### src/rtl/core/wab_pkg.sv
package wab_pkg;

    localparam int COORD_WIDTH      = 32;
    localparam int MATRIX_FRAC_BITS = 12;

    // matrix entry packing in a row register
    localparam int MAT_W   = 16;
    localparam int ROW_W   = 3 * MAT_W;
    localparam int CFG_W   = ROW_W;
    localparam int IDX_W   = 3;
    localparam int LEN_W   = MAT_W;
    localparam int SQ_W    = 2 * MAT_W;

    // doubled coordinates (sum and difference of two coordinates)
    localparam int C2_W    = COORD_WIDTH + 1;
    localparam int PC_W    = C2_W + MAT_W;
    localparam int PE_W    = C2_W + MAT_W + 1;
    localparam int ACC_W   = PE_W + 4;
    localparam int SHR     = MATRIX_FRAC_BITS + 1;
    localparam int FIN_W   = ACC_W - SHR + 1;

    localparam int Q_DEPTH   = 4;
    localparam int Q_PTR_W   = $clog2(Q_DEPTH);
    localparam int OUT_DEPTH = 4;
    localparam int OUT_PTR_W = $clog2(OUT_DEPTH);

    // column length unit: three row passes, then one bit per cycle
    localparam int LEN_ROWS = 3;
    localparam int LEN_DONE = LEN_ROWS + LEN_W;
    localparam int LEN_CNT_W = $clog2(LEN_DONE + 1);

    // register indexes
    localparam logic [IDX_W-1:0] REG_ROW0    = 3'd0;
    localparam logic [IDX_W-1:0] REG_ROW1    = 3'd1;
    localparam logic [IDX_W-1:0] REG_ROW2    = 3'd2;
    localparam logic [IDX_W-1:0] REG_SHIFT_X = 3'd3;
    localparam logic [IDX_W-1:0] REG_SHIFT_Y = 3'd4;
    localparam logic [IDX_W-1:0] REG_SHIFT_Z = 3'd5;

    typedef struct packed {
        logic                       sphere;
        logic [2:0][C2_W-1:0]       c2;
        logic [2:0][C2_W-1:0]       h2;
        logic [C2_W-1:0]            r2;
    } item_t;

    typedef struct packed {
        logic [2:0][2:0][MAT_W-1:0] mat;   // [row][col]
        logic [2:0][COORD_WIDTH-1:0] shift;
        logic [2:0][LEN_W-1:0]      len;
    } cfg_t;

    typedef struct packed {
        logic [2:0][COORD_WIDTH-1:0] wmin;
        logic [2:0][COORD_WIDTH-1:0] wmax;
    } result_t;

endpackage

### src/rtl/core/wab_queue.sv
module wab_queue (
    input  logic           clk,
    input  logic           rst_n,
    input  logic           wr,
    input  wab_pkg::item_t wr_item,
    input  logic           rd,
    output wab_pkg::item_t rd_item,
    output logic           q_full,
    output logic           q_empty
);
    import wab_pkg::*;

    item_t                mem [Q_DEPTH];
    logic [Q_PTR_W-1:0]   wp_reg, rp_reg;
    logic [Q_PTR_W:0]     cnt_reg;

    assign q_full  = (cnt_reg == (Q_PTR_W+1)'(Q_DEPTH));
    assign q_empty = (cnt_reg == '0);
    assign rd_item = mem[rp_reg];

    // advance pointers
    always_ff @(posedge clk or negedge rst_n) begin
        if (!rst_n) begin
            wp_reg  <= '0;
            rp_reg  <= '0;
            cnt_reg <= '0;
        end else begin
            if (wr) wp_reg <= wp_reg + 1'b1;
            if (rd) rp_reg <= rp_reg + 1'b1;
            cnt_reg <= cnt_reg + (Q_PTR_W+1)'(wr) - (Q_PTR_W+1)'(rd);
        end
    end

    always_ff @(posedge clk) begin
        if (wr) mem[wp_reg] <= wr_item;
    end

endmodule

### config.mk
export PLATFORM = sky130hd
export DESIGN_NAME = wab_queue
export DESIGN_NICKNAME = d
export VERILOG_FILES = /design/src/rtl/core/wab_pkg.sv /design/src/rtl/core/wab_queue.sv
export SDC_FILE = /design/constraint.sdc
export NUM_CORES = 1
export LEC_CHECK = 0
export BUFFER_PORTS_ARGS = -buffer_cell sky130_fd_sc_hd__buf_2
export CORE_UTILIZATION = 45
export DETAILED_ROUTE_END_ITERATION = 12
export PLACE_DENSITY = 0.72
export SLEW_MARGIN = 15
export SYNTH_ARGS = -nofsm -noshare
export SYNTH_HDL_FRONTEND = slang
export SYNTH_SLANG_ARGS = --single-unit
### constraint.sdc
create_clock -name clk -period 6.1 [get_ports clk]
set_input_delay 0.305 -clock clk [delete_from_list [all_inputs] [get_ports clk]]
set_output_delay 0.305 -clock clk [all_outputs]
set_load 0.03 [all_outputs]
==> metrics.md <==
| Metric | Value |
|---|---|
| Status | `finished clean` |
| Area of the die | `76300 um2` |
| Die X | `276 um` |
| DR vias/cell | `5.21` |
| Worst Slack Setup Final | `2.70 ns` |
| Setup Skew | `0.0370 ns` |
| Number of flops mapped to enable cells by yosys | `928` |
| IO Port Bufs | `469` |
| Io pins | `470` |
| Post-route DRC violation count | `0` |
| Area Growth Syn to Fin | `26.1%` |
| M2 GR Usage | `0.309` |
| Syn. warnings | `0` |
| Clock buffer depth | `3` |
| Post-place instance area | `37300 um2` |
| RSZ-0062 raised after global routing | `false` |
| Final instance area | `42700 um2` |
| Slew Viols, Final | `0` |
| Mapped Area | `33800 um2` |
| Final period util | `0.558` |
| # setup viols final | `0` |
| # nets final | `2257` |
| CTS tree | `done` |
| Wire per inst | `22.4 um` |
| Period minus WS final | `3.40 ns` |
| CTS Hold Bufs | `237` |
| Gr ovfl total | `0` |
| Syn Nets | `1489` |
| Cells taking the most area after synthesis | `edfxtp_1, mux4_2, buf_6` |
| CP Max Fanout | `75` |
| Bufs and invs on worst path | `2` |
| Startpoint Class | `register` |
| Most frequent cells after synthesis | `edfxtp_1, mux4_2, buf_2` |
| Slowest stage cell, crit path | `dfrtp_4` |
| Drt first pass iters | `5` |
| Lkg Pwr | `14.6 nW` |
| Post-synthesis sequential area ratio | `0.828` |
| Clock root cell | `clkbuf_16` |
| Slew HR | `0.173` |
| Main synth FF type | `edfxtp_1` |
| Worst slew pin tran | `1.24 ns` |
| Crit-path cells | `buf_12 > mux4_2 > buf_2` |
| Most common cell in the netlist | `edfxtp_1` |
| # H-tree levels | `3` |
| Critical Path Sink Type | `output pin` |
| Synth async-reset ratio | `0.00749` |
| VDD IR max | `509 uV` |
| Yosys top cell area share | `0.823` |
| Final Routed Wirelength | `68.8 mm` |
| Crit path arrival time | `3.10 ns` |
| Routability cong. | `0.736` |
| Setup TNS Final | `0 ns` |
| Post-synthesis instance total | `1246` |
| Row Count | `100` |
| Tot GR Track Use | `0.181` |
| Syn_area_per_cell | `27.2 um2` |
| Core Area | `74400 um2` |
| Post-DP HPWL | `39.6 mm` |
| Largest register FFs | `928` |
| Largest net degree at the start of global routing | `132` |
| Non-Filler Instances | `3067` |
| Crit-path leading delay family | `flip-flops` |
| Via count | `15977` |
| Grt met1 use | `0.227` |
| Total clock sinks | `935` |
| Yosys cell types | `16` |
| Dpl ws | `3.27 ns` |
| Hold_ws | `0.422 ns` |
| FILL cells | `5213` |
| Layout cells sized above 1 | `0.411` |
| CP Class | `reg -> out` |
| Tot Pwr | `21.5 mW` |
| Worst min path class | `in -> reg` |
| Num CTS Buffers | `93` |
| Resized cells post-CTS | `0` |
| Data required, critical path | `5.79 ns` |
| Final Hold Viols | `0` |
| Clock insertion delay at the later pin of the skew report | `0.64 ns` |
| Fmax | `294 MHz` |
| Initial antenna violation count | `5` |
| Vias in the first global route | `17444` |
| Total of max-cap violations | `0` |
| Initial Utilization | `0.455` |
| Setup Fix Bufs, Post-CTS | `0` |
| Clock-pin slew on the worst setup and hold paths | `0.06 ns` |
| Finished Core Util | `0.573` |
| Synth area leader | `edfxtp_1` |
| Power density cells | `503 nW/um2` |
| DRT iter0 DRCs | `1227` |
| First-pass GRT wire length | `105 mm` |
| Post-route ant nets | `0` |
| Slowest Stage Delay on Critical Path | `0.98 ns` |
| Placed Cells | `2651` |
| Synth Register Bits | `935` |
| Gr busiest metal | `met2` |
| Routing usage on met3 | `0.0450` |
| Die span in y | `276 um` |
-- kinds of logic (layout without fill, tap and decap cells) --
logic type / count (synthesis) / in the layout / synth area share
adders and majority gates: 7 / 7 / 0.00281
DFF: 935 / 935 / 0.828
buffers and inverters: 58 / 904 / 0.0116
and+or+nand+nor: 8 / 8 / 0.00129
muxes: 232 / 232 / 0.154
other: 0 / 6 / 0
xor gates and xnor gates: 5 / 5 / 0.00129
AOI/OAI and AO/OA: 1 / 1 / 0.000148
-- worst reg2reg max path, stage by stage (launching register included) --
cell and delay [ns]:
dfrtp_1 0.43, inv_1 0.11, ha_1 0.14, and2_4 0.77, buf_4 0.85
-- layout by cell type, fill, tap and decap left out, drive strengths merged --
| cell | count |
|---|---|
| and3 | 1 |
| xor2 | 2 |
| o21ai | 1 |
| fa | 1 |
| xnor2 | 3 |
| clkinv | 44 |
| dlygate4sd3 | 237 |
| and2 | 4 |
| inv | 10 |
| nand2 | 2 |
| bufinv | 7 |
| clkinvlp | 4 |
| diode | 6 |
| ha | 6 |
| dfrtp | 7 |
| nor3 | 1 |
| mux4 | 232 |
| buf | 488 |
| edfxtp | 928 |
| clkbuf | 114 |
-- power breakdown --
group,switching (mW),internal (mW)
Sequential,0.400,8.41
Clock,2.35,3.18
Combinational,4.57,2.55
-- path summary, 6_finish.rpt --
check	from	end	slack, ns	cells past startpoint
max reg2reg	wp_reg[0]	mem[0][56]	3.37	4
min reg2reg	wp_reg[0]	wp_reg[0]	0.55	1
max	rp_reg[0]	rd_item[78]	2.70	3
max in group asynchronous	rst_n	rp_reg[0]	4.69	4
min	wr_item[9]	mem[1][9]	0.42	2
min in group asynchronous	rst_n	cnt_reg[2]	0.58	3
-- metal layers --
metal	part of all wire	wire length (um)
met1	0.39	26600
met5	0.00019	13
met4	0.028	1950
met2	0.52	35600
met3	0.068	4670
-- final cells by class --
cell class | count | area, um2 | share of cell area
tap | 969 | 1210 | 0.0284
antenna | 6 | 15.0 | 0.000352
timing repair buffer | 725 | 4950 | 0.116
clock buffer | 114 | 2450 | 0.0574
sequential | 935 | 28000 | 0.657
inverter | 6 | 22.5 | 0.000528
multi-input combinational | 253 | 5420 | 0.127
clock inverter | 59 | 551 | 0.0129
Power figures use the tool's default switching activity.
