`src/rtl/core/wab_pkg.sv`:
```
package wab_pkg;

    localparam int COORD_WIDTH      = 32;
    localparam int MATRIX_FRAC_BITS = 12;

    // matrix entry packing in a row register
    localparam int MAT_W   = 16;
    localparam int ROW_W   = 3 * MAT_W;
    localparam int CFG_W   = ROW_W;
    localparam int IDX_W   = 3;
    localparam int LEN_W   = MAT_W;
    localparam int SQ_W    = 2 * MAT_W;

    // doubled coordinates (sum and difference of two coordinates)
    localparam int C2_W    = COORD_WIDTH + 1;
    localparam int PC_W    = C2_W + MAT_W;
    localparam int PE_W    = C2_W + MAT_W + 1;
    localparam int ACC_W   = PE_W + 4;
    localparam int SHR     = MATRIX_FRAC_BITS + 1;
    localparam int FIN_W   = ACC_W - SHR + 1;

    localparam int Q_DEPTH   = 4;
    localparam int Q_PTR_W   = $clog2(Q_DEPTH);
    localparam int OUT_DEPTH = 4;
    localparam int OUT_PTR_W = $clog2(OUT_DEPTH);

    // column length unit: three row passes, then one bit per cycle
    localparam int LEN_ROWS = 3;
    localparam int LEN_DONE = LEN_ROWS + LEN_W;
    localparam int LEN_CNT_W = $clog2(LEN_DONE + 1);

    // register indexes
    localparam logic [IDX_W-1:0] REG_ROW0    = 3'd0;
    localparam logic [IDX_W-1:0] REG_ROW1    = 3'd1;
    localparam logic [IDX_W-1:0] REG_ROW2    = 3'd2;
    localparam logic [IDX_W-1:0] REG_SHIFT_X = 3'd3;
    localparam logic [IDX_W-1:0] REG_SHIFT_Y = 3'd4;
    localparam logic [IDX_W-1:0] REG_SHIFT_Z = 3'd5;

    typedef struct packed {
        logic                       sphere;
        logic [2:0][C2_W-1:0]       c2;
        logic [2:0][C2_W-1:0]       h2;
        logic [C2_W-1:0]            r2;
    } item_t;

    typedef struct packed {
        logic [2:0][2:0][MAT_W-1:0] mat;   // [row][col]
        logic [2:0][COORD_WIDTH-1:0] shift;
        logic [2:0][LEN_W-1:0]      len;
    } cfg_t;

    typedef struct packed {
        logic [2:0][COORD_WIDTH-1:0] wmin;
        logic [2:0][COORD_WIDTH-1:0] wmax;
    } result_t;

endpackage

```
`src/rtl/core/wab_front.sv`:
```
module wab_front (
    input  logic                              clk,
    input  logic                              rst_n,
    input  logic                              cfg_write,
    input  logic [wab_pkg::IDX_W-1:0]         cfg_index,
    input  logic [wab_pkg::CFG_W-1:0]         cfg_data,
    input  logic                              push,
    input  logic                              q_full,
    input  logic                              bound_kind,
    input  logic signed [wab_pkg::COORD_WIDTH-1:0] min_x,
    input  logic signed [wab_pkg::COORD_WIDTH-1:0] min_y,
    input  logic signed [wab_pkg::COORD_WIDTH-1:0] min_z,
    input  logic signed [wab_pkg::COORD_WIDTH-1:0] max_x,
    input  logic signed [wab_pkg::COORD_WIDTH-1:0] max_y,
    input  logic signed [wab_pkg::COORD_WIDTH-1:0] max_z,
    input  logic signed [wab_pkg::COORD_WIDTH-1:0] radius,
    output logic                              full,
    output logic                              q_write,
    output wab_pkg::item_t                    item,
    output wab_pkg::cfg_t                     cfg
);
    import wab_pkg::*;

    logic [2:0][ROW_W-1:0]       row_reg;
    logic [2:0][COORD_WIDTH-1:0] shift_reg;
    logic [2:0][LEN_W-1:0]       len_reg, len_next;
    logic [2:0][SQ_W-1:0]        sq_reg, sq_next;
    logic [LEN_CNT_W-1:0]        cnt_reg, cnt_next;
    logic                        busy;
    logic                        mat_write;

    assign mat_write = cfg_write &&
        (cfg_index == REG_ROW0 || cfg_index == REG_ROW1 || cfg_index == REG_ROW2);
    assign busy = (cnt_reg != LEN_CNT_W'(LEN_DONE));

    // hold configuration registers
    always_ff @(posedge clk or negedge rst_n) begin
        if (!rst_n) begin
            row_reg[0]   <= ROW_W'(1) << MATRIX_FRAC_BITS;
            row_reg[1]   <= ROW_W'(1) << (MATRIX_FRAC_BITS + MAT_W);
            row_reg[2]   <= ROW_W'(1) << (MATRIX_FRAC_BITS + 2 * MAT_W);
            shift_reg    <= '0;
        end else if (cfg_write) begin
            case (cfg_index)
                REG_ROW0:    row_reg[0]   <= cfg_data;
                REG_ROW1:    row_reg[1]   <= cfg_data;
                REG_ROW2:    row_reg[2]   <= cfg_data;
                REG_SHIFT_X: shift_reg[0] <= cfg_data[COORD_WIDTH-1:0];
                REG_SHIFT_Y: shift_reg[1] <= cfg_data[COORD_WIDTH-1:0];
                REG_SHIFT_Z: shift_reg[2] <= cfg_data[COORD_WIDTH-1:0];
                default: ;
            endcase
        end
    end

    // column lengths: accumulate squares row by row, then settle one bit a cycle
    always_comb begin
        logic [LEN_CNT_W-1:0] step;
        logic [LEN_CNT_W-1:0] bitpos;
        logic [1:0]           row;
        logic signed [MAT_W-1:0] e;
        logic [SQ_W-1:0]      esq;
        logic [LEN_W-1:0]     trial;
        logic [SQ_W-1:0]      tsq;
        cnt_next = cnt_reg;
        sq_next  = sq_reg;
        len_next = len_reg;
        e        = '0;
        esq      = '0;
        trial    = '0;
        tsq      = '0;
        step     = cnt_reg - LEN_CNT_W'(LEN_ROWS);
        bitpos   = LEN_CNT_W'(LEN_W - 1) - step;
        row      = cnt_reg[1:0];
        if (mat_write) begin
            cnt_next = '0;
            sq_next  = '0;
            len_next = '0;
        end else if (busy) begin
            cnt_next = cnt_reg + 1'b1;
            for (int j = 0; j < 3; j++) begin
                if (cnt_reg < LEN_CNT_W'(LEN_ROWS)) begin
                    e   = row_reg[row][MAT_W*j +: MAT_W];
                    esq = SQ_W'($signed(e) * $signed(e));
                    sq_next[j] = sq_reg[j] + esq;
                end else begin
                    trial = len_reg[j] | (LEN_W'(1) << bitpos);
                    tsq   = trial * trial;
                    if (tsq <= sq_reg[j]) begin
                        len_next[j] = trial;
                    end
                end
            end
        end
    end

    always_ff @(posedge clk or negedge rst_n) begin
        if (!rst_n) begin
            cnt_reg <= LEN_CNT_W'(LEN_DONE);
            len_reg <= {3{LEN_W'(1) << MATRIX_FRAC_BITS}};
        end else begin
            cnt_reg <= cnt_next;
            len_reg <= len_next;
        end
    end

    always_ff @(posedge clk) begin
        sq_reg <= sq_next;
    end

    // classify the incoming beat
    always_comb begin
        logic signed [C2_W-1:0] lo [3];
        logic signed [C2_W-1:0] hi [3];
        logic signed [C2_W-1:0] h2 [3];
        logic signed [C2_W-1:0] big;
        lo[0] = C2_W'(min_x); lo[1] = C2_W'(min_y); lo[2] = C2_W'(min_z);
        hi[0] = C2_W'(max_x); hi[1] = C2_W'(max_y); hi[2] = C2_W'(max_z);
        for (int i = 0; i < 3; i++) begin
            h2[i]      = hi[i] - lo[i];
            item.c2[i] = hi[i] + lo[i];
            item.h2[i] = h2[i];
        end
        item.sphere = bound_kind;
        big = h2[0];
        if (h2[1] > big) big = h2[1];
        if (h2[2] > big) big = h2[2];
        item.r2 = '0;
        if (bound_kind) begin
            if (radius > 0) begin
                item.r2 = {radius, 1'b0};
            end else if (big > 0) begin
                item.r2 = big;
            end else begin
                item.c2 = '0;
                item.r2 = C2_W'(2) << 16;
            end
        end
    end

    assign full    = q_full || busy;
    assign q_write = push && !full;

    always_comb begin
        for (int i = 0; i < 3; i++) begin
            for (int j = 0; j < 3; j++) begin
                cfg.mat[i][j] = row_reg[i][MAT_W*j +: MAT_W];
            end
        end
        cfg.shift = shift_reg;
        cfg.len   = len_reg;
    end

endmodule

```
`config.mk`:
```
export PLATFORM = sky130hd
export DESIGN_NAME = wab_front
export DESIGN_NICKNAME = d
export VERILOG_FILES = /design/src/rtl/core/wab_pkg.sv /design/src/rtl/core/wab_front.sv
export SDC_FILE = /design/constraint.sdc
export NUM_CORES = 2
export LEC_CHECK = 0
export CAP_MARGIN = 25
export CELL_PAD_IN_SITES_DETAIL_PLACEMENT = 0
export CELL_PAD_IN_SITES_GLOBAL_PLACEMENT = 1
export CORE_AREA = 2 2 396 398
export CTS_CLUSTER_SIZE = 30
export DETAILED_ROUTE_END_ITERATION = 16
export DIE_AREA = 0 0 398 400
export DONT_BUFFER_PORTS = 1
export PLACE_DENSITY_LB_ADDON = 0.1
export SLEW_MARGIN = 25
export SYNTH_ARGS = -nofsm -noshare
export SYNTH_HDL_FRONTEND = slang
export SYNTH_SLANG_ARGS = --single-unit
```
`constraint.sdc`:
```
create_clock -name clk -period 15.4 [get_ports clk]
set_clock_uncertainty 0.1 [all_clocks]
set_input_delay 3.08 -clock clk [delete_from_list [all_inputs] [get_ports clk]]
set_output_delay 3.08 -clock clk [all_outputs]
set_load 0.02 [all_outputs]
```
==> impl_metrics.py <==
metrics = {
    "hold_path": {
        "hp-class": "register to register",
        "holdPathEnd": "sq_reg[79]$_SDFFE_PP0P_",
        "min_from": "sq_reg[79]$_SDFFE_PP0P_",
        "hold_depth": 2,
    },
    "worst_setup_path": {
        "start_kind": "input pin",
        "required_ns": 12.22,
        "cp_slowest_cell": "or4b_4",
        "timing_worst_setup_path_type": "input pin to primary output",
        "crit_top_cell": "a21o_1",
        "r2r-end": "cfg[21]$_DFFE_PN0P_",
        "path_max_fanout": 11,
        "r2r-start": "cnt_reg[1]$_DFFE_PN1P_",
        "r2r_slack_ns": 2.49,
        "crit_arrival_ns": 11.93,
        "cp-end-kind": "primary output",
        "ff2ff_path_depth": 38,
        "critPathMaxStageDelay_ns": 0.51,
    },
    "die": {
        "row_count": 145,
        "fp.coreArea_um2": 155100,
        "dieHeight_um": 400,
        "die_w_um": 398,
        "dieArea_um2": 159200,
        "pin_count": 803,
        "start_util": 0.5155,
    },
    "route": {
        "drcViolationCount": 0,
        "viasPerCell": 5.614,
        "drtIter0Drc": 4226,
        "drtAntennaViolNets": 0,
        "drtPass1Iterations": 6,
        "vias": 63300,
        "wire_per_inst_um": 23.37,
        "routed_wl_um": 263500,
    },
    "grt": {
        "top_usage_layer": "met2",
        "gr-usage-met2": 0.5568,
        "grt_use_met1": 0.4194,
        "grt_usage": 0.3301,
        "grtUsageMet3": 0.07159,
        "gr-total-overflow": 0,
        "grt_pass1_vias": 66670,
        "grt_pass1_wl_um": 398000,
        "grt_max_degree": 294,
        "antenna_found_initial": 23,
    },
    "finish": {
        "largest_reg_flops": 288,
        "final_nets": 11700,
        "area_growth_pct": 8.286,
        "drive_above_1_share": 0.09453,
    },
    "sta": {
        "setup_violations": 0,
        "drv_slew": 0,
        "worst-slew-pin-transition_ns": 1.185,
        "fin_crit_ns": 15.11,
        "fin_ws_ns": 0.2878,
        "max_slew_margin": 0.2029,
        "finalHoldViolCount": 0,
        "max_freq_mhz": 66.17,
        "fin_crit_sh": 0.9813,
    },
    "clock_network": {
        "cts-root-buf": "clkbuf_16",
        "h-tree-depth": 2,
        "clock-sinks": 389,
        "clkTransAtPathRegs_ns": 0.06,
        "clk_latency_ns": 0.65,
        "cts_buffers": 46,
        "cts-hold-fix-buffers": 0,
        "cts_tree": "built",
        "cts_max_path_buffers": 3,
    },
    "outcome": {
        "status": "completed",
    },
    "logic_synthesis": {
        "syn_avg_cell_area_um2": 8.845,
        "synth_seq_cells": 389,
        "synthArstFlopShare": 0.7532,
        "synth_flop_cell": "dfrtp_1",
        "synth_nets": 11580,
        "synth_warnings": 0,
        "ys_seq_area_frac": 0.1159,
        "synthCells": 9041,
        "yosysUniqueCellTypes": 85,
        "synth_edf_count": 0,
        "synthesis.area_um2": 79970,
    },
    "place": {
        "port-buffer-count": 0,
        "dp_hpwl_um": 223600,
        "place_worst_setup_slack_ns": -0.2662,
        "place_congestion": 1.071,
    },
    "flow_run": {
        "cap_viol_max_count": 0,
    },
}
[worst max-delay path: cells and delay by family]
kind	cells	cell delay, ns
AOI/OAI and AO/OA	22	3.79
and+or+nand+nor	11	2.28
muxes	1	0.27
buffers and inverters	10	1.36
xor gates and xnor gates	1	0.20
adders and majority gates	4	0.94
[cells in the mapped netlist, drive strengths merged, types with 96 or more instances]
library cell / instances / area share
fa: 1309 / 0.33
a21o: 105 / 0.0099
clkbuf: 232 / 0.011
xnor2: 276 / 0.030
ha: 945 / 0.15
inv: 1953 / 0.092
o21ai: 184 / 0.012
dfrtp: 284 / 0.089
a21oi: 432 / 0.027
nor3: 206 / 0.013
dfxtp: 96 / 0.024
nand2: 741 / 0.035
mux2: 241 / 0.034
nor2: 855 / 0.040
[per-layer routing]
metal | vias to the layer above | part of all wire | routed length, um
met5 | - | 0.00081 | 213
met4 | 12 | 0.039 | 10260
met3 | 515 | 0.072 | 18860
met2 | 1909 | 0.49 | 128200
met1 | 32150 | 0.40 | 106000
li1 | 28710 | - | -
[stage by stage]
stage	instance area [um^2]	TNS (ns)	hold slack, ns	utilization	std cells
2_1_floorplan	79980	-1.571	0.3319	-	9041
3_3_place_gp	84180	-3.321	0.3388	0.5427	11160
3_5_place_dp	84190	-10.62	0.3493	0.5428	11170
4_1_cts	85890	-0.6931	0.3582	0.5537	11250
5_1_grt	86570	-2.246	0.3655	0.5581	11260
6_report	86600	0	0.3628	0.5583	11270
[how the worst max path moves through the flow]
| stage | end | cells past startpoint | start | slack, ns |
|---|---|---|---|---|
| 2_1_floorplan | item[136] | 42 | min_x[5] | -0.12 |
| 3_3_place_gp | item[164] | 44 | max_y[0] | -0.14 |
| 3_5_place_dp | item[164] | 44 | max_y[0] | -0.27 |
| 4_1_cts | item[188] | 48 | min_x[9] | -0.06 |
| 5_1_grt | item[151] | 49 | max_x[0] | -0.07 |
| 6_report | item[135] | 49 | max_x[0] | 0.29 |
[placed cells by master, fill, tap and decap left out, types with 43 or more instances in the layout]
cell type,instances
nor3_2,65
mux2_2,241
nor2_1,847
mux2i_1,70
nand2_1,739
clkbuf_16,51
xor2_1,86
nor3_1,140
clkinv_1,47
nand4_1,55
o21ai_0,179
nor2b_1,73
xnor2_1,275
dfxtp_1,96
fa_1,1308
or2_2,43
o21a_1,47
buf_4,344
nand3_1,87
inv_1,1950
nand2b_1,75
a21oi_1,425
a21o_1,105
ha_1,943
dfrtp_1,284
[cell families after synthesis]
group                    share of synthesized area
buffers and inverters                       0.1083
adder cells (fa/ha/maj)                     0.4755
AND/OR/NAND/NOR                             0.1289
flip-flops                                  0.1159
XOR/XNOR                                   0.03976
other                                   0.00004689
AO/OA/AOI/OAI                              0.08873
multiplexers                               0.04282
[cell type report]
type                            instances  area (um^2)
Clock inverter                         12        186.4
Inverter                             2001         7512
Multi-Input combinational cell       6371        62740
Tap cell                             2058         2575
Timing Repair Buffer                  359         2902
Fill cell                           14490        68520
Clock buffer                           71         1385
Sequential cell                       389         9269
Antenna cell                           13        32.53
[what timing repair did]
action	CTS	global route
resized for setup	26	97
setup buffers	0	7
pin swaps	0	21
cloned	0	5
setup endpoints to repair	99	101
Power is left out: the tool's default activity adds up to more than one toggle a clock period on the data nets, which glitch-free logic cannot reach.
